[config.mk]
export PLATFORM = sky130hd
export DESIGN_NAME = larc_list
export DESIGN_NICKNAME = d
export VERILOG_FILES = /design/src/rtl/larc_pkg.sv /design/src/rtl/larc_cell.sv /design/src/rtl/larc_list.sv
export SDC_FILE = /design/constraint.sdc
export NUM_CORES = 2
export LEC_CHECK = 0
export ABC_AREA = 1
export BUFFER_PORTS_ARGS = -buffer_cell sky130_fd_sc_hd__buf_2
export CAP_MARGIN = 0
export CORE_AREA = 2 2 455 344
export CTS_BUF_LIST = sky130_fd_sc_hd__clkbuf_4
export DETAILED_ROUTE_END_ITERATION = 7
export DIE_AREA = 0 0 457 346
export PLACE_DENSITY = 0.63
export SYNTH_ARGS = -nofsm -noshare
export SYNTH_HDL_FRONTEND = slang
export SYNTH_SLANG_ARGS = --single-unit
[constraint.sdc]
create_clock -name clk -period 4.97 [get_ports clk]
set_input_delay 0.994 -clock clk [delete_from_list [all_inputs] [get_ports clk]]
set_output_delay 0.994 -clock clk [all_outputs]
set_load 0.02 [all_outputs]
[src/rtl/larc_pkg.sv]
// ----------------------------------------------------------------------------
// larc_pkg
// Shared types and constants of the lazy adaptive cache policy core.
// ----------------------------------------------------------------------------
package larc_pkg;

    localparam int unsigned TAG_W   = 32;
    localparam int unsigned CNT_W   = 6;
    localparam int unsigned RUN_W   = 7;
    localparam int unsigned CAP_W   = 6;
    localparam int unsigned OUT_W   = 2;

    localparam logic [CAP_W-1:0] CAPACITY_RESET = 6'd30;

    typedef enum logic [1:0] {
        OUT_REG_HIT   = 2'd0,
        OUT_GHOST_HIT = 2'd1,
        OUT_MISS      = 2'd2,
        OUT_BAD_TYPE  = 2'd3
    } outcome_t;

    typedef enum logic [0:0] {
        REG_REGULAR_CAP = 1'b0,
        REG_GHOST_CAP   = 1'b1
    } cfg_index_t;

    typedef enum logic [2:0] {
        ST_IDLE,
        ST_LOOK,
        ST_RTRIM,
        ST_GTRIM,
        ST_POST,
        ST_SHOW
    } state_t;

    // Command broadcast along a chain of cells.
    typedef struct packed {
        logic             hit_touch;  // move the matching entry to most recent
        logic             hit_drop;   // drop the matching entry
        logic             insert;     // age all and insert tag at rank zero
        logic             evict;      // drop the entry at rank evict_rank
        logic [10:0]      evict_rank;
    } cell_cmd_t;

endpackage

[src/rtl/larc_cell.sv]
// ----------------------------------------------------------------------------
// larc_cell
// One entry of a recency list: tag, valid bit and recency rank. It matches the
// broadcast tag, ages its rank and takes an insert handed on from its left
// neighbour when it is the first free entry.
// ----------------------------------------------------------------------------
module larc_cell #(
    parameter int unsigned RANK_W = 5
) (
    input  logic                          clk,
    input  logic                          rst_n,
    input  logic [larc_pkg::TAG_W-1:0]    tag,
    input  larc_pkg::cell_cmd_t           cmd,
    input  logic [RANK_W-1:0]             hit_rank,
    input  logic                          free_in,
    output logic                          free_out,
    output logic                          match,
    output logic [RANK_W-1:0]             rank
);

    logic [larc_pkg::TAG_W-1:0] tag_reg;
    logic [RANK_W-1:0]          rank_reg, rank_next;
    logic                       valid_reg, valid_next;
    logic                       take;
    logic                       gone;

    assign match    = valid_reg && (tag_reg == tag);
    assign rank     = rank_reg;
    assign take     = cmd.insert && !valid_reg && !free_in;
    assign free_out = free_in || !valid_reg;
    assign gone     = valid_reg && ((cmd.hit_drop && match) ||
                      (cmd.evict && (11'(rank_reg) == cmd.evict_rank)));

    always_comb
    begin
        rank_next  = rank_reg;
        valid_next = valid_reg;
        if (cmd.hit_touch && valid_reg)
        begin
            if (match)
                rank_next = '0;
            else if (rank_reg < hit_rank)
                rank_next = rank_reg + 1'b1;
        end
        if (cmd.hit_drop && valid_reg && !match && rank_reg > hit_rank)
            rank_next = rank_reg - 1'b1;
        if (cmd.evict && valid_reg && 11'(rank_reg) > cmd.evict_rank)
            rank_next = rank_reg - 1'b1;
        if (gone)
        begin
            valid_next = 1'b0;
            rank_next  = '0;
        end
        if (cmd.insert)
        begin
            if (valid_reg)
                rank_next = rank_reg + 1'b1;
            else if (take)
            begin
                valid_next = 1'b1;
                rank_next  = '0;
            end
        end
    end

    always_ff @(posedge clk or negedge rst_n)
    begin
        if (!rst_n)
        begin
            valid_reg <= 1'b0;
            rank_reg  <= '0;
        end
        else
        begin
            valid_reg <= valid_next;
            rank_reg  <= rank_next;
        end
    end

    always_ff @(posedge clk)
    begin
        if (take)
            tag_reg <= tag;
    end

endmodule

[src/rtl/larc_list.sv]
// ----------------------------------------------------------------------------
// larc_list
// A recency list built as a row of cells with a free-slot chain running
// through it, and its occupancy count.
// ----------------------------------------------------------------------------
module larc_list #(
    parameter int unsigned DEPTH = 32
) (
    input  logic                          clk,
    input  logic                          rst_n,
    input  logic [larc_pkg::TAG_W-1:0]    tag,
    input  larc_pkg::cell_cmd_t           cmd,
    output logic                          hit,
    output logic [10:0]                   occ
);

    localparam int unsigned RANK_W = (DEPTH > 1) ? $clog2(DEPTH) : 1;

    logic [DEPTH:0]        free_chain;
    logic [DEPTH-1:0]      match_vec;
    logic [RANK_W-1:0]     rank_arr [DEPTH];
    logic [RANK_W-1:0]     hit_rank;
    logic [10:0]           occ_reg, occ_next;

    assign free_chain[0] = 1'b0;
    assign hit = |match_vec;
    assign occ = occ_reg;

    always_comb
    begin
        hit_rank = '0;
        for (int i = 0; i < DEPTH; i++)
            if (match_vec[i])
                hit_rank = hit_rank | rank_arr[i];
    end

    for (genvar g = 0; g < DEPTH; g++)
    begin : g_cell
        larc_cell #(.RANK_W(RANK_W)) u_cell (
            .clk      (clk),
            .rst_n    (rst_n),
            .tag      (tag),
            .cmd      (cmd),
            .hit_rank (hit_rank),
            .free_in  (free_chain[g]),
            .free_out (free_chain[g+1]),
            .match    (match_vec[g]),
            .rank     (rank_arr[g])
        );
    end

    always_comb
    begin
        occ_next = occ_reg;
        if (cmd.hit_drop && hit)
            occ_next = occ_next - 1'b1;
        if (cmd.evict && occ_reg != '0)
            occ_next = occ_next - 1'b1;
        if (cmd.insert && free_chain[DEPTH])
            occ_next = occ_next + 1'b1;
    end

    always_ff @(posedge clk or negedge rst_n)
    begin
        if (!rst_n)
            occ_reg <= '0;
        else
            occ_reg <= occ_next;
    end

endmodule

=== After elaboration in Yosys (flattened, before gate mapping) ===
Cells that the tools add are included.

* Register bits: 1227
* Input port bits: 49
* Output and inout port bits: 12
* Logic and storage cells: 1351

* Add/subtract/negate cells: 67
* Order comparisons: 96
* Equal/unequal tests: 64
* Multiplexer cells: 451
* Bitwise gates (word level): 31
* Reductions and logical operators: 545

{| class="wikitable"
|+ Operator list
! cell !! count
|-
| 2-to-1 mux 5 bit || 320
|-
| == test 32 bit || 32
|-
| logical AND 1 bit || 386
|-
| == test 5 x 11 -> 1 bit || 32
|-
| greater-than comparator 5 x 11 -> 1 bit || 32
|-
| adder 5 x 1 -> 5 bit (second input constant) || 32
|-
| greater-than comparator 5 bit || 32
|-
| < comparator 5 bit || 32
|-
| subtractor 5 x 1 -> 5 bit (second input constant) || 32
|-
| bitwise OR 5 bit || 31
|-
| 2-to-1 mux 1 bit || 128
|-
| zero test 1 bit || 94
|-
| logical OR 1 bit || 63
|-
| 2-to-1 mux 11 bit || 3
|-
| OR reduction 32 bit || 1
|-
| subtractor 11 x 1 -> 11 bit (second input constant) || 2
|-
| adder 11 x 1 -> 11 bit (second input constant) || 1
|-
| nonzero test 11 bit || 1
|}

=== Longest topological paths before layout ===
* Depth after elaboration: 75
* Gate-level depth with buffers: 33
* Depth with buffers taken out: 31

=== Modules after synthesis ===
A second synthesis with hierarchy kept.

* Cell total of the unflattened synthesis: 9294
* Area total of the unflattened synthesis: 77968.5 µm²

{| class="wikitable"
|+ Modules (own cells, without submodules)
! module !! times used !! cells an instance !! area each (µm²) !! seq. area each (µm²)
|-
| larc_cell (g_cell[0].u_cell ...) || 27 || 277 || 2357.3 || 1111.1
|-
| larc_cell (g_cell[5].u_cell ...) || 5 || 280 || 2376.0 || 1111.1
|-
| larc_list || 1 || 415 || 2442.3 || 275.3
|}

=== Worst setup path after synthesis ===
OpenSTA, ideal clock, no wires.

* Path type: input-to-reg
* Start: input port cmd[12] (netlist bit)
* End: register g_cell[12].u_cell.rank_reg[0]
* Library setup time: 139 ps
* Arrival: 5096 ps
* Required time: 4831 ps
* Slack: -265 ps
* Cell stages on the path: 8
* Buffers on the path: 1
* Cells stage by stage: clkbuf_1 > nand2_1 > nor4_1 > nor2_1 > inv_1 > nor2_1 > o21ai_0 > o22ai_1

* Longest elaborated chain between the ends: 5

{| class="wikitable"
|+ Ends and longest elaborated chain
! what !! line !! text
|-
| from (decl) || larc_list.sv:12 || <nowiki>input larc_pkg::cell_cmd_t cmd,</nowiki>
|-
| logical AND 1 bit (2 in series) || larc_cell.sv:29 || <nowiki>assign take = cmd.insert && !valid_reg && !free_in;</nowiki>
|-
| net g_cell[12].u_cell.take || larc_cell.sv:24 || <nowiki>logic take;</nowiki>
|-
| 2-to-1 mux 5 bit || larc_cell.sv:58 || <nowiki>else if (take)</nowiki>
|-
| 2-to-1 mux 5 bit || larc_cell.sv:56 || <nowiki>if (valid_reg)</nowiki>
|-
| 2-to-1 mux 5 bit || larc_cell.sv:54 || <nowiki>if (cmd.insert)</nowiki>
|-
| net g_cell[12].u_cell.rank_next[0] || larc_cell.sv:22 || <nowiki>logic [RANK_W-1:0] rank_reg, rank_next;</nowiki>
|-
| to (signal assigned) || larc_cell.sv:76 || <nowiki>rank_reg <= rank_next;</nowiki>
|-
| to (decl) || larc_cell.sv:22 ||
|}

The timed path passes the listed nets, and every way through them passes these cells.
A chain may end at the register's enable or synchronous reset.

=== Worst setup path after layout ===
* Start: register g_cell[26].u_cell.tag_reg[21] (netlist bit)
* End: output port hit

* Longest elaborated chain between the ends: 3

{| class="wikitable"
|+ Ends and longest elaborated chain
! what !! line !! text
|-
| from (decl) || larc_cell.sv:21 || <nowiki>logic [larc_pkg::TAG_W-1:0] tag_reg;</nowiki>
|-
| from (signal assigned) || larc_cell.sv:83 || <nowiki>tag_reg <= tag;</nowiki>
|-
| == test 32 bit || larc_cell.sv:27 || <nowiki>assign match = valid_reg && (tag_reg == tag);</nowiki>
|-
| logical AND 1 bit || larc_cell.sv:27 ||
|-
| OR reduction 32 bit || larc_list.sv:26 || <nowiki>assign hit = |match_vec;</nowiki>
|-
| to (decl) || larc_list.sv:13 || <nowiki>output logic hit,</nowiki>
|}

No other way between the ends.

==> impl_metrics.ini <==
[status]
status = completed

[logic_synthesis]
ys_seq_elements = 1227
async_flop_share_pct = 16.5
synth_cells = 7319
synth_mux_area_share_pct = 0.125
synth_compound_area_share_pct = 7.68
ys_seq_area_share_pct = 49.8
avgSynthCellArea_sq_um = 9.83
yosys.area_share.simple_pct = 16.6
synth.cell_area_sq_um = 72000
synth_top_family_by_area = simple AND/OR/NAND/NOR gates
synth-xor-area-share_pct = 13.4
yosysWarnings = 0
synth.net_count = 7755
yosys.area_share.adder_pct = 6.73
synth_flop_cell = edfxtp_1
synth-edff-count = 1024
ys_types = 64

[timing]
hold_slack_ns = 0.109
timing.final.ws_setup_ns = 0.113
slew-limit-headroom_pct = 23.9
maxSlewViolCount = 0
period_needed_ns = 4.86
clock-skew-final_ns = 0.109
rsz0062_at_grt = no
worstMarginPinSlew_ns = 1.14
hold_viol_final = 0
finalCritPeriodShare_pct = 97.7
setup_viol = 0
fmax_mhz = 206

[floorplanning]
fp.dieArea_sq_um = 158000
core_area_sq_um = 154000
dieHeight_microns = 346
boundaryPins = 61
initial_core_util_pct = 46.8
die_x_microns = 457
num_rows = 125

[cells_and_area]
fill_cells = 13476
layout.nets = 8745
layout_common_cells = nand2_1 (1727), edfxtp_1 (1024), xnor2_1 (911), buf_4 (740), inv_1 (578)
finish.utilization_pct = 55.3
areaGrowthSynthToFinish_pct = 18.3
stdcell_area_sq_um = 85100
regArea_sq_um = 35800
layout_commonest_cell = nand2_1
multiInputGateArea_sq_um = 32300
drive_above_1_share_pct = 18.0
largest_reg_flops = 1024

[critical_path]
crit_path_start_kind = flop
reg2reg_from = g_cell[22].u_cell.tag_reg[30]
r2r_end = g_cell[5].u_cell.rank[0]
r2r_slack_ns = 0.18
slowest_stage = edfxtp_1
path_cells = xnor2_1, nand2_1, nor2_1, nand2_1, nor2_2, nand3_2, buf_4, buf_4, nand2_1, nor2_1, nand2_1, nor2_1, nand2_1, buf_12, buf_2
crit_type = reg -> out
crit_fanout = 4
cp_slowest_stage_delay_ns = 0.38
cp-end-kind = output port
required_ns = 3.98
arrival_ns = 3.86
rr_worst_depth = 24
crit_path_frequent_cell = nand2_1

[cts]
clk_latency_ns = 1.38
cts_tree = built
clk_pin_slew_ns = 0.07
cts_buffer_depth = 4
h-tree-depth = 5
cts_inserted_buffers = 331
ctsRootBufferMaster = clkbuf_4
cts_setup_buffers = 0
cts.sinks = 1227

[routing]
drt_iter0_drc = 6678
vias_per_cell = 5.56
detail_route.first_pass.iterations = 6
detail_route.wl_per_cell_microns = 23.0
drtAntennaViolNets = 0
route.detailed.drc = 0
wl_microns = 243000
num_vias = 58774

[min_path]
worst_hold_path_type = in -> reg
hold_end = g_cell[20].u_cell.tag_reg[30]
min_from = tag[30]
min_path_cells = 2

[grt]
overflow = 0
antenna_found_initial = 8
grt_max_degree = 102
grt_pass1_vias = 55342
grt_usage_pct = 30.4
grt_pass1_wl_microns = 360000

[power_and_ir_drop]
p_leak_nw = 34.5
ir_drop_mv = 0.339
cellPowerDensity_nw_per_um2 = 422
finalPower_w = 0.0359

[placed_design]
placed_cell_area_sq_um = 80800
dpl_worst_slack_ns = -1.41
post-dp-hpwl_microns = 177000
io_buffers = 60
gp_congestion = 1.06

[flow_run]
cap_violations = 0
-- power breakdown --
group,total [W],internal (W),leakage (nW),switching [W]
clock network,0.00894,0.00451,2.38,0.00442
registers,0.0139,0.0119,11.6,0.00197
logic,0.0131,0.00555,20.5,0.00757
-- synthesized netlist by cell type (6+ instances only) --
| cell type | count | area (sq um) |
|---|---|---|
| edfxtp_1 | 1024 | 30700 |
| a31oi_1 | 11 | 68.8 |
| buf_2 | 21 | 105 |
| o21bai_1 | 8 | 60.1 |
| o21ai_0 | 282 | 1410 |
| o2111ai_1 | 63 | 552 |
| o221ai_1 | 21 | 184 |
| ha_1 | 387 | 4840 |
| a32o_1 | 7 | 70.1 |
| nor3b_1 | 10 | 75.1 |
| a221oi_1 | 13 | 114 |
| o31ai_1 | 18 | 135 |
| inv_1 | 587 | 2200 |
| buf_1 | 6 | 22.5 |
| nand2_2 | 8 | 50.1 |
| a21oi_1 | 215 | 1080 |
| o22ai_1 | 67 | 419 |
| nand4_1 | 113 | 707 |
| xnor2_1 | 911 | 7980 |
| nand2_1 | 1731 | 6500 |
| dfrtp_1 | 203 | 5080 |
| a211oi_1 | 26 | 195 |
| nor2_2 | 34 | 213 |
| nor4_1 | 25 | 156 |
| xor2_1 | 186 | 1630 |
| o211ai_1 | 90 | 676 |
| nand3_2 | 22 | 220 |
| o2bb2ai_1 | 7 | 61.3 |
| o32ai_1 | 16 | 140 |
| clkbuf_1 | 89 | 334 |
| mux2i_1 | 9 | 90.1 |
| nor3_1 | 49 | 245 |
| buf_6 | 118 | 1330 |
| buf_4 | 11 | 82.6 |
| nor2_1 | 580 | 2180 |
| or2_2 | 13 | 81.3 |
| inv_2 | 10 | 37.5 |
| o21a_1 | 11 | 82.6 |
| nand3_1 | 251 | 1260 |
-- metal layers --
layer  part of all wire [%]  global-route usage, %
met1                     46                   46.3
met2                     41                   42.7
met3                     11                   7.18
met4                    2.6                   8.76
met5                  0.028                      0
-- stage by stage --
step | cells | TNS (ns)
detailed placement | 9986 | -137.38
global placement | 9986 | -133.51
CTS | 10559 | 0
finish | 10570 | 0
global route | 10566 | 0
floorplan | 7319 | 0
-- cell type report --
cell class / count / share of cell area (%)
Sequential cell: 1227 / 42.1
Clock buffer: 467 / 4.12
Tap cell: 2032 / 2.99
Antenna cell: 11 / 0.0323
Timing Repair Buffer: 902 / 9.61
Multi-Input combinational cell: 5247 / 38.0
Inverter: 600 / 2.65
Clock inverter: 84 / 0.517
-- worst max path at each step --
stage,start,to,slack [ns],cells after the start
after floorplan,g_cell[1].u_cell.valid_reg,g_cell[24].u_cell.rank[0],0.19,16
after global placement,tag[12],g_cell[15].u_cell.rank[0],-1.39,25
after detailed placement,tag[12],g_cell[15].u_cell.rank[4],-1.41,25
after CTS,g_cell[26].u_cell.tag_reg[13],hit,0.04,15
after global routing,g_cell[24].u_cell.tag_reg[25],hit,0.0005,17
final,g_cell[26].u_cell.tag_reg[21],hit,0.11,15
-- logic make-up (layout without fill, tap and decap cells) --
group	after synthesis	in the layout
multiplexers	9	9
AND/OR/NAND/NOR	2865	2865
adder cells (fa/ha/maj)	387	387
flip-flops	1227	1227
other	0	11
buffers and inverters	845	2053
XOR/XNOR	1097	1097
AO/OA/AOI/OAI	889	889
-- critical path, delay by kind of cell, from the launching register on --
kind                   cells  cell delay (ns)
AND/OR/NAND/NOR           10             1.30
XOR/XNOR                   1             0.15
buffers and inverters      4             0.68
flip-flops                 1             0.38
-- repair_timing --
| action | in CTS | in global routing |
|---|---|---|
| hold buffers | 22 | 0 |
| pin swaps | 0 | 1 |
| gates resized for setup | 3 | 32 |
| endpoints found under the setup margin | 6 | 118 |
| endpoints found under the hold margin | 141 | 0 |
Note: power is estimated with default switching activity, not from simulation.
